<file path="src/rtl/vkd_pkg.sv">
// Shared widths, character constants and key codes of the VT100 key decoder.
package vkd_pkg;

	localparam int ByteW  = 8;
	localparam int KeyW   = 9;
	localparam int CountW = 8;
	localparam int ProdW  = 12;

	localparam logic [ByteW-1:0] ChEsc   = 8'h1b;
	localparam logic [ByteW-1:0] ChLbr   = 8'h5b;
	localparam logic [ByteW-1:0] ChO     = 8'h4f;
	localparam logic [ByteW-1:0] ChTilde = 8'h7e;
	localparam logic [ByteW-1:0] ChZero  = 8'h30;
	localparam logic [ByteW-1:0] ChNine  = 8'h39;
	localparam logic [ByteW-1:0] ChLowF  = 8'h66;
	localparam logic [ByteW-1:0] ChLowB  = 8'h62;
	localparam logic [ByteW-1:0] ChLowD  = 8'h64;
	localparam logic [ByteW-1:0] ChUpA   = 8'h41;
	localparam logic [ByteW-1:0] ChUpB   = 8'h42;
	localparam logic [ByteW-1:0] ChUpC   = 8'h43;
	localparam logic [ByteW-1:0] ChUpD   = 8'h44;
	localparam logic [ByteW-1:0] ChUpF   = 8'h46;
	localparam logic [ByteW-1:0] ChUpH   = 8'h48;

	localparam logic [CountW-1:0] CountMax = 8'hff;

	localparam logic [KeyW-1:0] KeyUp     = 9'h100;
	localparam logic [KeyW-1:0] KeyDown   = 9'h101;
	localparam logic [KeyW-1:0] KeyRight  = 9'h102;
	localparam logic [KeyW-1:0] KeyLeft   = 9'h103;
	localparam logic [KeyW-1:0] KeyHome   = 9'h104;
	localparam logic [KeyW-1:0] KeyEnd    = 9'h105;
	localparam logic [KeyW-1:0] KeyDelete = 9'h106;
	localparam logic [KeyW-1:0] KeyNone   = 9'h107;
	localparam logic [KeyW-1:0] KeyWFwd   = 9'h108;
	localparam logic [KeyW-1:0] KeyWBack  = 9'h109;
	localparam logic [KeyW-1:0] KeyWDel   = 9'h10a;

endpackage

</file>
<file path="src/rtl/vkd_byte_if.sv">
// Request channel that carries one received terminal byte.
interface vkd_byte_if;
	logic                       valid;
	logic                       ready;
	logic [vkd_pkg::ByteW-1:0]  rx_byte;

	modport source(output valid, output rx_byte, input ready);
	modport sink(input valid, input rx_byte, output ready);
endinterface

</file>
<file path="src/rtl/vkd_key_if.sv">
// Request channel that carries one decoded key code.
interface vkd_key_if;
	logic                      valid;
	logic                      ready;
	logic [vkd_pkg::KeyW-1:0]  key_code;

	modport source(output valid, output key_code, input ready);
	modport sink(input valid, input key_code, output ready);
endinterface

</file>
<file path="src/rtl/vt100_key_decoder_core.sv">
// VT100 key decoder: terminal bytes in, key codes out, one byte per cycle unless the key side stalls.
//
// The rx channel takes one terminal byte per request; the key channel gives
// one key code per request. A plain byte yields its own code, while the bytes
// of an escape sequence are absorbed until the sequence ends and then yield a
// single code, so some requests on rx produce no request on key.
// A byte is captured in an input register, decoded against the sequence
// state by short logic and written to the output register. One byte is
// taken every cycle while the output register can be emptied or refilled.
// Reset clears both registers and returns the decoder to the no-sequence
// state with the count at zero; no request is lost or repeated.
// When the key receiver stalls, the output register holds its code and the
// input register holds the next byte; rx.ready stays high until the input
// register is full, then follows key.ready.
module vt100_key_decoder_core (
	input logic       clk,
	input logic       arst_n,
	vkd_byte_if.sink  rx,
	vkd_key_if.source key
);

	typedef enum logic [1:0] {
		PH_IDLE,
		PH_ESC,
		PH_CSI,
		PH_COUNT
	} phase_t;

	phase_t                       phase_q;
	phase_t                       phase_d;
	logic [vkd_pkg::CountW-1:0]   count_q;
	logic [vkd_pkg::CountW-1:0]   count_d;
	logic                         valid_s1;
	logic [vkd_pkg::ByteW-1:0]    byte_s1;
	logic                         valid_s2;
	logic [vkd_pkg::KeyW-1:0]     code_s2;

	logic                         take_s1;
	logic                         emit;
	logic [vkd_pkg::KeyW-1:0]     key_d;
	logic                         is_digit;
	logic [vkd_pkg::ByteW-1:0]    digit_full;
	logic [vkd_pkg::ProdW-1:0]    prod;
	logic [vkd_pkg::KeyW-1:0]     meta_key;
	logic [vkd_pkg::KeyW-1:0]     csi_key;
	logic [vkd_pkg::KeyW-1:0]     count_key;

	assign take_s1   = valid_s1 && (!valid_s2 || key.ready);
	assign rx.ready  = !valid_s1 || take_s1;
	assign key.valid = valid_s2;
	assign key.key_code = code_s2;

	assign is_digit   = (byte_s1 >= vkd_pkg::ChZero) && (byte_s1 <= vkd_pkg::ChNine);
	assign digit_full = byte_s1 - vkd_pkg::ChZero;
	assign prod = ({{(vkd_pkg::ProdW - vkd_pkg::CountW){1'b0}}, count_q}
		* vkd_pkg::ProdW'(10))
		+ {{(vkd_pkg::ProdW - 4){1'b0}}, digit_full[3:0]};

	always_comb begin
		unique case (byte_s1)
			vkd_pkg::ChLowF: meta_key = vkd_pkg::KeyWFwd;
			vkd_pkg::ChLowB: meta_key = vkd_pkg::KeyWBack;
			vkd_pkg::ChLowD: meta_key = vkd_pkg::KeyWDel;
			default:         meta_key = vkd_pkg::KeyNone;
		endcase
	end

	always_comb begin
		unique case (byte_s1)
			vkd_pkg::ChUpA: csi_key = vkd_pkg::KeyUp;
			vkd_pkg::ChUpB: csi_key = vkd_pkg::KeyDown;
			vkd_pkg::ChUpC: csi_key = vkd_pkg::KeyRight;
			vkd_pkg::ChUpD: csi_key = vkd_pkg::KeyLeft;
			vkd_pkg::ChUpH: csi_key = vkd_pkg::KeyHome;
			vkd_pkg::ChUpF: csi_key = vkd_pkg::KeyEnd;
			default:        csi_key = vkd_pkg::KeyNone;
		endcase
	end

	always_comb begin
		unique case (count_q)
			8'd1, 8'd7: count_key = vkd_pkg::KeyHome;
			8'd3:       count_key = vkd_pkg::KeyDelete;
			8'd4, 8'd8: count_key = vkd_pkg::KeyEnd;
			default:    count_key = vkd_pkg::KeyNone;
		endcase
	end

	always_comb begin
		phase_d = PH_IDLE;
		count_d = count_q;
		emit    = 1'b1;
		key_d   = {1'b0, byte_s1};
		unique case (phase_q)
			PH_IDLE: begin
				if (byte_s1 == vkd_pkg::ChEsc) begin
					phase_d = PH_ESC;
					emit    = 1'b0;
				end
			end
			PH_ESC: begin
				if (byte_s1 == vkd_pkg::ChLbr || byte_s1 == vkd_pkg::ChO) begin
					phase_d = PH_CSI;
					emit    = 1'b0;
				end else begin
					key_d = meta_key;
				end
			end
			PH_CSI: begin
				if (is_digit) begin
					phase_d = PH_COUNT;
					count_d = {{(vkd_pkg::CountW - 4){1'b0}}, digit_full[3:0]};
					emit    = 1'b0;
				end else begin
					key_d = csi_key;
				end
			end
			PH_COUNT: begin
				if (is_digit) begin
					phase_d = PH_COUNT;
					emit    = 1'b0;
					if (prod > {{(vkd_pkg::ProdW - vkd_pkg::CountW){1'b0}},
						vkd_pkg::CountMax}) begin
						count_d = vkd_pkg::CountMax;
					end else begin
						count_d = prod[vkd_pkg::CountW-1:0];
					end
				end else if (byte_s1 == vkd_pkg::ChTilde) begin
					key_d = count_key;
				end else begin
					key_d = vkd_pkg::KeyNone;
				end
			end
			default: begin
				phase_d = PH_IDLE;
			end
		endcase
	end

	always_ff @(posedge clk or negedge arst_n) begin
		if (!arst_n) begin
			phase_q  <= PH_IDLE;
			count_q  <= '0;
			valid_s1 <= 1'b0;
			byte_s1  <= '0;
			valid_s2 <= 1'b0;
			code_s2  <= '0;
		end else begin
			if (rx.ready) begin
				valid_s1 <= rx.valid;
				byte_s1  <= rx.rx_byte;
			end
			if (take_s1) begin
				phase_q <= phase_d;
				count_q <= count_d;
			end
			if (take_s1 && emit) begin
				valid_s2 <= 1'b1;
				code_s2  <= key_d;
			end else if (key.ready) begin
				valid_s2 <= 1'b0;
			end
		end
	end

endmodule

</file>
<file path="src/flat_wrapper.sv">
// flat-port wrapper written by rule: the top's interface ports become plain ports
module vt100_key_decoder_core_flat 
  (clk, arst_n, rx_valid, rx_rx_byte, rx_ready, key_valid, key_key_code, key_ready);
  vkd_byte_if rx_i ();
  vkd_key_if key_i ();
  input logic clk;
  input logic arst_n;
  input wire logic [$bits(rx_i.valid)-1:0] rx_valid;
  input wire logic [$bits(rx_i.rx_byte)-1:0] rx_rx_byte;
  output wire logic [$bits(rx_i.ready)-1:0] rx_ready;
  output wire logic [$bits(key_i.valid)-1:0] key_valid;
  output wire logic [$bits(key_i.key_code)-1:0] key_key_code;
  input wire logic [$bits(key_i.ready)-1:0] key_ready;
  assign rx_i.valid = rx_valid;
  assign rx_i.rx_byte = rx_rx_byte;
  assign rx_ready = rx_i.ready;
  assign key_valid = key_i.valid;
  assign key_key_code = key_i.key_code;
  assign key_i.ready = key_ready;
  vt100_key_decoder_core u_core (.clk(clk), .arst_n(arst_n), .rx(rx_i), .key(key_i));
endmodule
</file>
<file path="config.mk">
export PLATFORM = sky130hd
export DESIGN_NAME = vt100_key_decoder_core_flat
export DESIGN_NICKNAME = d
export VERILOG_FILES = /design/src/rtl/vkd_pkg.sv /design/src/rtl/vkd_byte_if.sv /design/src/rtl/vkd_key_if.sv /design/src/rtl/vt100_key_decoder_core.sv /design/src/flat_wrapper.sv
export SDC_FILE = /design/constraint.sdc
export NUM_CORES = 1
export LEC_CHECK = 0
export BUFFER_PORTS_ARGS = -buffer_cell sky130_fd_sc_hd__buf_2
export CAP_MARGIN = 10
export CORE_ASPECT_RATIO = 1.25
export CORE_MARGIN = 5
export CORE_UTILIZATION = 30
export CTS_BUF_LIST = sky130_fd_sc_hd__clkbuf_4 sky130_fd_sc_hd__clkbuf_8 sky130_fd_sc_hd__clkbuf_16
export DETAILED_ROUTE_END_ITERATION = 7
export PLACE_DENSITY = 0.47
export RECOVER_POWER = 50
export SETUP_SLACK_MARGIN = 0.5
export SLEW_MARGIN = 20
export SYNTH_ARGS = -nofsm -noshare
export SYNTH_HDL_FRONTEND = slang
export SYNTH_SLANG_ARGS = --single-unit
</file>
<file path="constraint.sdc">
create_clock -name clk -period 8.15 [get_ports clk]
set_clock_uncertainty 0.1 [all_clocks]
set_input_delay 0.4075 -clock clk [delete_from_list [all_inputs] [get_ports clk]]
set_output_delay 0.4075 -clock clk [all_outputs]
set_load 0.005 [all_outputs]
</file>
Word level (Yosys, flattened, before mapping)
Index checks and enable logic that the tools add are counted.

Magnitude comparators: 3. Add/subtract/negate cells: 2. Multiplexer cells: 22. Eq/ne operators: 23. Multipliers: 1. Reductions and logical operators: 15.

Operators by type and width (number): $eq 8x7->1 const B (12); $mux 9 (3); $pmux 9 s3 (1); $mux 8 (3); $pmux 3 s6 (1); $eq 8x3->1 const B (2); $pmux 8 s2 (1); $add 12x4->12 (1); $gt 12x8->1 const B (1); $pmux 2 s3 (2); $pmux 4 s3 (1); $mul 8x3->11 const B (1); $eq 8x1->1 const B (1); $eq 8x2->1 const B (1); $eq 8x4->1 const B (1); $eq 8x5->1 const B (1); $ge 8x6->1 const B (1); $le 8x6->1 const B (1); $mux 1 (6); $mux 2 (3); $reduce_or 2->1 (3); $eq 2x2->1 const B (2); $ne 2x1->1 const B (2); $reduce_and 4->1 (1); other kinds (8) (14).

Word-level logic and storage cells: 72. Flip-flop bits (word level): 29.

Logic depth before layout (Yosys ltp)
Gate-level depths: netlist (run 1).

Depth in word-level cells: 6. Gate-level depth with buffers: 9. Depth with buffers taken out: 9.

Worst setup path before layout (run 1)
No wires, ideal clock.

Path kind: reg2reg. Start: register u_core.count_q[1] (netlist bit). End: register u_core.count_q[4] (netlist bit). Clock period less this slack: 2.758 ns. Cell stages (with the launch flop): 10. Buffers on the path: 0. Arrival time: 2.519 ns. Setup slack: 5.392 ns. Cells stage by stage: dfrtp_1 ha_1 ha_1 fa_1 xor2_2 nand3_1 nor4_2 mux2i_1 a211oi_4 a31oi_1.

Longest elaborated chain between the ends: 6.

Ends and longest elaborated chain: start, declared (line vt100_key_decoder_core.sv:31) `logic [vkd_pkg::CountW-1:0] count_q;`; start signal, assigned (line vt100_key_decoder_core.sv:155) `count_q <= count_d;`; $mul 8x3->11 (*) (line vt100_key_decoder_core.sv:56) `* vkd_pkg::ProdW'(10))`; $add 12x4->12 (*) (line vt100_key_decoder_core.sv:57) `+ {{(vkd_pkg::ProdW - 4){1'b0}}, digit_full[3:0]};`; $gt 12x8->1 (line vt100_key_decoder_core.sv:122) `if (prod > {{(vkd_pkg::ProdW - vkd_pkg::CountW){1'b0}},`; $mux 8 (*) (line vt100_key_decoder_core.sv:122); $mux 8 (*) (line vt100_key_decoder_core.sv:119) `if (is_digit) begin`; $pmux 8 s2 (*) (line vt100_key_decoder_core.sv:94) `unique case (phase_q)`.

Mark *: on every way between the ends. The rest lies on a longest branch, timed or not. The select of a mux whose other input is x is not followed. A chain may end at the register's enable or synchronous reset.

Worst setup path in the final report (run 1)
Start: register u_core.count_q[1] (netlist bit). End: register u_core.count_q[5] (netlist bit).

Same word-level chain as after synthesis.

==> reports/metrics.yaml, run 1 <==
sta:
  fin_crit_sh_pct: 36.68
  finalMaxSlewViolations: 30
  slew_headroom_pct: -1.271
  fin_crit_ps: 2989
  rsz0062_at_grt: "false"
  report.final.setup_viol: 0
  fmax_mhz: 334.5
  final_hold_viol_count: 0
  tightest_slew_ps: 1519
  finalSetupTns_ps: 0
hold_path:
  hold_class: "primary input to flop"
worst_setup_path:
  required_ps: 8190
  cp-start-kind: "flop"
  end_kind: "flop"
  cp_data_arrival_time_ps: 3030
  cp_max_fo: 8
  worstSetupPathType: "flop to flop"
global_route:
  grt_pass1_wl_um: 8459
  globalRoute.totalOverflow: 0
  track_usage_pct: 11.51
  grt_pass1_vias: 1727
  antenna_found_initial: 0
  grt_max_degree: 30
detailed_routing:
  firstDrtPassIters: 4
  drtIter0Drc: 61
  ant_nets: 0
  routedWlPerCell_um: 15.09
  wirelength_um: 4828
  drc_errors: 0
  via_count: 1657
  vias_per_cell: 5.178
clock_network:
  htree_levels: 2
  clk_pin_slew_ps: 60
  cts_buffers: 5
  hold_buffers: 0
  insertion_delay_ps: 290
  cts_setup_buffers: 0
  ctsRootBufferMaster: "clkbuf_8"
  clock-sinks: 29
  postCtsResizedCells: 0
  cts_tree: "done"
  clockBufferDepth: 2
power_and_ir_drop:
  comb_power_share_pct: 20.6
  p_int_mw: 0.2846
  ir_worst_vdd_mv: 0.06623
  clkPwrFrac_pct: 32.7
  p_per_area_mw_per_mm2: 166.5
  p_sw_share_pct: 28.96
  leakagePower_nw: 1.061
  p_switching_mw: 0.1160
  pwr-share-seq_pct: 46.7
status:
  status: "complete, but fails checks"
  violations: "max-capacitance violations, max-slew violations"
die:
  io_pins: 23
  die_x_um: 87.13
  coreArea_mm2: 0.007313
  start_util_pct: 30.50
  die_h_um: 106.4
  dieArea_mm2: 0.009272
  row_count: 35
logic_synthesis:
  avgSynthCellArea_um2: 10.57
  synthCells: 211
  synth_common_cells: "29 x dfrtp_1, 19 x a21oi_1, 15 x ha_1"
  yosysMostFrequentCell: "dfrtp_1"
  ys.flop_type: "dfrtp_1"
  ys_seq_area_share_pct: 32.53
  async_reset_ff_share_pct: 100.0
  yosysWarnings: 0
  yosysTopAreaCell: "dfrtp_1"
  synth_fp_nets: 240
  synth_edf_count: 0
  netlist.area_leader.share_pct: 32.53
  synth_seq_cells: 29
  yosysUniqueCellTypes: 62
  syn_area_mm2: 0.002231
  synth_area_leaders: "dfrtp_1 33%, ha_1 8.4%, a21oi_1 4.3%, mux2_2 4.0%, mux2_4 2.7%"
layout:
  finalNetCount: 256
  diodes: 0
  stdcell_area_mm2: 0.002406
  area.growth.synth_to_final_pct: 7.852
  drive_gt1_share_pct: 28.51
  nFillCells: 757
placed_design:
  portBuffers: 22
  post-dp-hpwl_um: 3695
  place_congestion: 0.7826
  placed_cell_area_mm2: 0.002306
run:
  max-cap-violations: 1
## kinds of logic (layout without fill, tap and decap cells)
group | Yosys count | after routing | synth area share (%)
fa+ha+maj | 17 | 17 | 10.21
compound gates | 56 | 56 | 18.56
flops | 29 | 29 | 32.53
xor+xnor | 9 | 9 | 3.870
mux | 14 | 14 | 7.628
buf+inv | 18 | 35 | 7.571
simple gates | 68 | 68 | 19.63
## final cells by class
type	instances	area, um2	share of cell area (%)
inverter	5	18.77	0.7800
timing repair buffer	22	108.9	4.524
multi-input combinational	164	1336	55.54
sequential	29	725.7	30.16
clock inverter	1	5.005	0.2080
clock buffer	7	96.34	4.004
tap	92	115.1	4.784
## final timing paths
check	from	to	slack, ps	cells past startpoint
worst max register to register	u_core.count_q[1]$_DFFE_PN0P_	u_core.count_q[5]$_DFFE_PN0P_	5160	9
max in group asynchronous	arst_n	u_core.key.key_code[5]$_DFFE_PN0P_	6680	1
worst min register to register	u_core.key.key_code[4]$_DFFE_PN0P_	u_core.key.key_code[4]$_DFFE_PN0P_	400	1
worst max-delay path	u_core.count_q[1]$_DFFE_PN0P_	u_core.count_q[5]$_DFFE_PN0P_	5160	9
worst min-delay path	rx_valid	u_core.valid_s1$_DFFE_PN0P_	220	2
min in group asynchronous	arst_n	u_core.key.key_code[8]$_DFFE_PN0P_	390	1
## per-layer routing
metal  GRT usage (%)  vias up  routed length [um]
met5               0        -                   0
met4           4.386        0                 110
met3           1.860       10                 192
met2           20.03       35                2438
met1           13.98      795                2087
li1                -      817                   -
## worst max-delay path, cell delays in order, from the launching register on
cell and delay, ps:
dfrtp_1 460, ha_1 320, ha_1 230, fa_1 450, xor2_2 230, nand3_1 120
nor4_2 280, mux2i_1 150, a211oi_4 370, a31oi_1 140
## power by group through the flow
stage                     Clock [mW]  Sequential (mW)  Combinational (mW)
final                          0.131            0.187              0.0827
after global routing           0.139            0.191              0.0922
after CTS                      0.134            0.187              0.0843
after detailed placement           0            0.190              0.0839
after global placement             0            0.190              0.0836
after floorplan                    0            0.176              0.0773
## per-stage QoR
step                power [mW]  hold WS (ps)  setup WS, ps  util (%)  cells
floorplan               0.2536         11.91          5392         -    211
global placement        0.2734         379.5          5193     31.53    312
detailed placement      0.2735         380.0          5158     31.53    312
CTS                     0.4050         79.85          5143     32.92    320
global route            0.4225         232.6          4878     32.90    320
finish                  0.4006         219.3          5161     32.90    320
## cells in the final DEF (no fill, tap or decap), types with 7 or more instances in the layout
cell type / n
dfrtp_1: 29
buf_2: 21
a21oi_1: 19
ha_1: 15
nor2_1: 12
mux2_2: 8
nand2_1: 7
nor3_1: 7
o21ai_0: 7
clkbuf_8: 7
## sequential cells by signal, summed over array words and instances (netlist names)
| register | count |
|---|---|
| u_core.phase_q | 2 |
| u_core.key.key_code | 9 |
| u_core.count_q | 8 |
| u_core.key.valid | 1 |
| u_core.valid_s1 | 1 |
| u_core.byte_s1 | 8 |
Power figures use the tool's default switching activity.
==> inputs of run 2 (changes only) <==
PLACE_DENSITY = 0.49   (was 0.47)
clock period = 2.5 ns   (was 8.15 ns; I/O delays follow)
==> run 2 against run 1 <==
Compared with the run above: the flow finishes with violations (max-capacitance violations, max-slew violations, negative setup slack); die area unchanged; via count up 13%; highest routed layer unchanged; flip-flop and latch count unchanged; clock power rose to 3.2 times the previous value; largest cell class unchanged; largest power group unchanged; sequential share of layout area down 6.0 points.
==> reports/metrics.yaml, run 2 (same netlist as run 1, synthesis figures left out) <==
die:
  dieArea_mm2: 0.009272
  io_pins: 23
  start_util_pct: 30.50
  row_count: 35
  die_x_um: 87.13
  coreArea_mm2: 0.007313
  die_h_um: 106.4
worst_setup_path:
  cp-start-kind: "flop"
  cp_data_arrival_time_ps: 2700
  timing.rr.start: "u_core.count_q[1]$_DFFE_PN0P_"
  crit_path_end: "u_core.count_q[7]$_DFFE_PN0P_"
  r2r_slack_ps: -160
  required_ps: 2540
  worstSetupPathType: "flop to flop"
  end_kind: "flop"
  reg2reg_to: "u_core.count_q[7]$_DFFE_PN0P_"
  rr_worst_depth: 11
  critical_path.startpoint: "u_core.count_q[1]$_DFFE_PN0P_"
  cp_max_fo: 8
placed_design:
  place_congestion: 0.8093
  portBuffers: 22
  post-dp-hpwl_um: 4011
  placed_cell_area_mm2: 0.002547
  place_inst: 342
global_route:
  met1_usage_pct: 14.81
  top_usage_layer: "met2"
  grt_pass1_vias: 1942
  globalRoute.totalOverflow: 0
  grt_max_degree: 30
  grtUsageMet3_pct: 2.016
  track_usage_pct: 12.57
  antenna_found_initial: 0
  grt_pass1_wl_um: 9370
  globalRouteMet2Util_pct: 22.37
sta:
  tightest_slew_ps: 1573
  final_hold_viol_count: 0
  report.final.setup_viol: 8
  fmax_mhz: 376.4
  finalMaxSlewViolations: 30
  fin_crit_ps: 2657
  fin_ws_ps: -157.0
  slew_headroom_pct: -4.844
  rsz0062_at_grt: "true"
  fin_crit_sh_pct: 106.3
power_and_ir_drop:
  leakagePower_nw: 1.343
  p_per_area_mw_per_mm2: 464.8
  ir_worst_vdd_mv: 0.2391
  power_mw: 1.396
layout:
  mostFrequentLayoutCell: "buf_4"
  finalNetCount: 310
  area.growth.synth_to_final_pct: 34.66
  final_core_util_pct: 41.08
  largest_reg_flops: 9
  layout_common_cells: "38 x buf_4, 28 x dfrtp_1, 18 x a21oi_1"
  stdcell_area_mm2: 0.003004
  diodes: 0
  drive_gt1_share_pct: 42.55
  final_cell_count_no_fill: 374
  nFillCells: 716
detailed_routing:
  drc_errors: 0
  wirelength_um: 5373
  via_count: 1877
  ant_nets: 0
  routedWlPerCell_um: 14.37
  drtIter0Drc: 42
  vias_per_cell: 5.019
  firstDrtPassIters: 6
clock_network:
  clockBufferDepth: 2
  ctsRootBufferMaster: "clkbuf_8"
  clock-sinks: 29
  cts_buffers: 5
  insertion_delay_ps: 280
  clk_pin_slew_ps: 60
  cts_tree: "done"
  htree_levels: 2
status:
  status: "complete, but fails checks"
  violations: "max-capacitance violations, max-slew violations, negative setup slack"
run:
  max-cap-violations: 1
hold_path:
  hold_class: "flop to flop"
  min_from: "u_core.key.key_code[0]$_DFFE_PN0P_"
[run 2: power by group]
part | internal, mW | total [mW] | leakage (nW) | switching [mW]
Clock | 0.248 | 0.424 | 0.0542 | 0.176
Sequential | 0.530 | 0.572 | 0.361 | 0.0425
Combinational | 0.215 | 0.400 | 0.927 | 0.185
Total | 0.992 | 1.40 | 1.34 | 0.404
[run 2: stage by stage]
| step | setup WS, ps | hold WS, ps | setup TNS (ps) |
|---|---|---|---|
| 2_1_floorplan | -80.54 | -270.6 | -585.9 |
| 3_3_place_gp | -171.1 | 94.08 | -1049 |
| 3_5_place_dp | -221.1 | 95.89 | -1237 |
| 4_1_cts | -216.0 | 328.6 | -1542 |
| 5_1_grt | -288.9 | 426.8 | -2133 |
| 6_report | -157.0 | 409.3 | -1079 |
[run 2: worst min-delay path by stage]
stage | to | depth (start not counted)
2_1_floorplan | u_core.byte_s1[0]$_DFFE_PN0P_ | 0
3_3_place_gp | u_core.valid_s1$_DFFE_PN0P_ | 1
3_5_place_dp | u_core.valid_s1$_DFFE_PN0P_ | 1
4_1_cts | u_core.valid_s1$_DFFE_PN0P_ | 2
5_1_grt | u_core.key.key_code[1]$_DFFE_PN0P_ | 1
6_report | u_core.key.key_code[0]$_DFFE_PN0P_ | 1
[run 2: area by class of cell]
class                   instances  area [um2]  share of cell area (%)
multi-input cells             164        1486                   49.48
well taps                      92       115.1                   3.832
clock buffers                   7       96.34                   3.207
repair buffers                 76       555.5                   18.49
clock inverters                 1       5.005                  0.1666
inverters                       5       18.77                  0.6247
flip-flops and latches         29       726.9                   24.20
[run 2: routing by layer]
metal  up-vias  wire length, um
li1        937                -
met1       898             2322
met2        30             2720
met3        12              182
met4         0              148
met5         -                0
[run 2: critical path, cell delays in order (launching register included)]
cell      delay [ps]
dfrtp_1          420
ha_4             260
ha_4             160
fa_2             420
buf_6            130
a21o_1           160
a211oi_2         220
or2_4            160
mux2i_4           60
a211oi_4         170
buf_6            160
a31oi_2           90
[run 2: what timing repair did]
item                                   in CTS  in global routing
hold buffers                               11                  0
setup buffers                               7                  6
pin swaps                                  11                 14
setup endpoints to repair                  12                 17
resized for setup                           5                 21
endpoints found under the hold margin      39                  0
==> inputs of run 3 (changes only) <==
--- a/config.mk
+++ b/config.mk
@@ -6,4 +6,5 @@
 export NUM_CORES = 1
 export LEC_CHECK = 0
+export ABC_AREA = 1
 export BUFFER_PORTS_ARGS = -buffer_cell sky130_fd_sc_hd__buf_2
 export CAP_MARGIN = 10
@@ -13,4 +14,5 @@
 export CTS_BUF_LIST = sky130_fd_sc_hd__clkbuf_4 sky130_fd_sc_hd__clkbuf_8 sky130_fd_sc_hd__clkbuf_16
 export DETAILED_ROUTE_END_ITERATION = 7
+export GPL_TIMING_DRIVEN = 0
 export PLACE_DENSITY = 0.49
 export RECOVER_POWER = 50
==> constraint.sdc (replaced) <==
create_clock -name clk -period 2.5 [get_ports clk]
set_clock_uncertainty 0.1 [all_clocks]
set_input_delay 0.25 -clock clk [delete_from_list [all_inputs] [get_ports clk]]
set_output_delay 0.25 -clock clk [all_outputs]
set_load 0.005 [all_outputs]
==> run 3 against run 2 <==
Compared with the run above: the flow now finishes without violations; clock-buffer cell count is 2 lower; maximum frequency rose by 13%; register-to-register slack gained 320 ps; final area decreased by 10%; die area decreased by 2.5%; largest cell class unchanged; non-clock buffer count shrank 42.
==> reports/metrics.yaml, run 3 <==
status:
  status: "complete, no violations"
global_route:
  antenna_found_initial: 0
  track_usage_pct: 12.75
  globalRoute.totalOverflow: 0
  grt_pass1_wl_um: 9390
  grt_pass1_vias: 2127
  grt_max_degree: 30
power_and_ir_drop:
  pwr-share-seq_pct: 45.0
  power_mw: 1.316
  p_switching_mw: 0.4535
  p_per_area_mw_per_mm2: 487.4
  clkPwrFrac_pct: 29.4
  ir_worst_vdd_mv: 0.2568
  p_int_mw: 0.8625
  comb_power_share_pct: 25.6
  leakagePower_nw: 1.390
  p_sw_share_pct: 34.46
sta:
  report.final.setup_viol: 0
  fin_crit_ps: 2341
  slew_headroom_pct: 56.04
  final_hold_viol_count: 0
  finalSetupTns_ps: 0
  fin_crit_sh_pct: 93.64
  fmax_mhz: 427.2
  hold_slack_ps: 42.61
  tightest_slew_ps: 659.5
  finalMaxSlewViolations: 0
  rsz0062_at_grt: "true"
run:
  max-cap-violations: 0
worst_setup_path:
  reg2reg_to: "u_core.count_q[0]$_DFFE_PN0P_"
  cp_data_arrival_time_ps: 2410
  required_ps: 2570
  cp-start-kind: "flop"
  r2r_slack_ps: 160
  end_kind: "flop"
  critical_path.startpoint: "u_core.count_q[1]$_DFFE_PN0P_"
  cp_max_fo: 4
  rr_worst_depth: 11
  timing.rr.start: "u_core.count_q[1]$_DFFE_PN0P_"
  worstSetupPathType: "flop to flop"
logic_synthesis:
  synth_common_cells: "93 x nand2_1, 29 x dfrtp_1, 27 x inv_1"
  yosysMostFrequentCell: "nand2_1"
  synth_top_family_by_area: "simple AND/OR/NAND/NOR gates"
  synthCells: 294
  synth_fp_nets: 323
  synth_area_leaders: "dfrtp_1 33%, nand2_1 16%, ha_1 8.7%, nand3_1 5.8%, inv_1 4.7%"
  yosysUniqueCellTypes: 38
  synthAdderAreaFrac_pct: 10.50
  synth_seq_cells: 29
  async_reset_ff_share_pct: 100.0
  synthMuxAreaShare_pct: 0.5193
  syn_area_mm2: 0.002168
  synth_edf_count: 0
  synthXorXnorAreaFrac_pct: 2.424
  netlist.area_leader.share_pct: 33.47
  ys.flop_type: "dfrtp_1"
  synth_compound_gate_area_share_pct: 10.27
  ys_seq_area_share_pct: 33.47
  synth-simple-area-share_pct: 36.99
  yosysWarnings: 0
  yosysTopAreaCell: "dfrtp_1"
  avgSynthCellArea_um2: 7.375
detailed_routing:
  vias_per_cell: 4.762
  drc_errors: 0
  drtIter0Drc: 103
  firstDrtPassIters: 4
  routedWlPerCell_um: 12.56
  wirelength_um: 5327
  ant_nets: 0
  via_count: 2019
layout:
  drive_gt1_share_pct: 26.35
  multi_input_area_mm2: 0.001455
  stdcell_area_mm2: 0.002700
  largest_reg_flops: 9
  diodes: 0
  mostFrequentLayoutCell: "nand2_1"
  final_core_util_pct: 38.47
  nFillCells: 770
  area.growth.synth_to_final_pct: 24.52
  finalNetCount: 362
  layout_common_cells: "91 x nand2_1, 25 x inv_1, 24 x nor2_1, 24 x dfrtp_1"
  ff_latch_area_um2: 732.0
die:
  die_h_um: 105.1
  start_util_pct: 30.89
  die_x_um: 86.04
  dieArea_mm2: 0.009039
  io_pins: 23
  row_count: 34
  coreArea_mm2: 0.007019
placed_design:
  portBuffers: 22
  place_congestion: 0.8428
  placed_cell_area_mm2: 0.002404
  post-dp-hpwl_um: 4183
hold_path:
  hold_depth: 3
  min_from: "rx_valid"
  hold_class: "primary input to flop"
  worstHoldEndpoint: "u_core.valid_s1$_DFFE_PN0P_"
clock_network:
  insertion_delay_ps: 290
  cts_buffers: 5
  clk_pin_slew_ps: 70
  clock-sinks: 29
  ctsRootBufferMaster: "clkbuf_8"
  htree_levels: 2
  cts_tree: "done"
  clockBufferDepth: 2
-- run 3: per-stage QoR --
stage	setup WS, ps	std cells
5_1_grt	11.64	424
6_report	159.0	424
2_1_floorplan	206.0	294
3_3_place_gp	-31.72	406
4_1_cts	102.5	423
3_5_place_dp	-68.97	406
-- run 3: worst max path at each step --
stage | to | depth (start not counted)
6_report | u_core.count_q[0]$_DFFE_PN0P_ | 11
3_5_place_dp | u_core.count_q[1]$_DFFE_PN0P_ | 11
5_1_grt | u_core.count_q[0]$_DFFE_PN0P_ | 11
3_3_place_gp | u_core.count_q[0]$_DFFE_PN0P_ | 11
4_1_cts | u_core.count_q[2]$_DFFE_PN0P_ | 11
2_1_floorplan | u_core.count_q[6]$_DFFE_PN0P_ | 12
-- run 3: logic make-up after synthesis --
group,count (synthesis)
XOR/XNOR,6
buffers and inverters,31
flip-flops,29
AO/OA/AOI/OAI,40
adder cells (fa/ha/maj),17
AND/OR/NAND/NOR,170
multiplexers,1
-- run 3: layer usage --
metal,global-route usage [%],vias up,wire (um)
met5,0,-,0
met4,4.072,0,95
met3,2.913,9,185
met2,22.33,39,2723
met1,15.17,930,2322
li1,-,1041,-
-- run 3: power by group through the flow --
stage | Clock (mW) | Combinational [mW] | Sequential [mW]
after floorplan | 0 | 0.205 | 0.595
final | 0.386 | 0.337 | 0.593
after CTS | 0.399 | 0.341 | 0.593
after detailed placement | 0 | 0.324 | 0.605
after global routing | 0.418 | 0.388 | 0.604
after global placement | 0 | 0.324 | 0.603
-- run 3: critical path, cell delays in order, from the launching register on --
cell and delay (ps):
dfrtp_2 430, ha_4 250, ha_4 160, fa_2 360, xor2_2 170, buf_4 140, nand3_2 70, nand3_1 80
nand2_1 80, nand2_2 90, o21bai_4 210, a21oi_2 90
-- run 3: what timing repair did --
item | in CTS | in global routing
pin swaps | 9 | 7
cloned | 0 | 0
hold buffers | 1 | 0
hold endpoints to repair | 29 | 0
resized for setup | 19 | 13
buffers inserted | 8 | 1
setup endpoints to repair | 8 | 11
-- run 3: layout make-up --
type	count	area share, %
timing repair buffer	32	6.858
inverter	29	4.217
clock buffer	5	2.549
sequential	29	27.11
tap	90	4.171
multi-input combinational	234	53.89
clock inverter	3	0.6487
buffer	2	0.5561
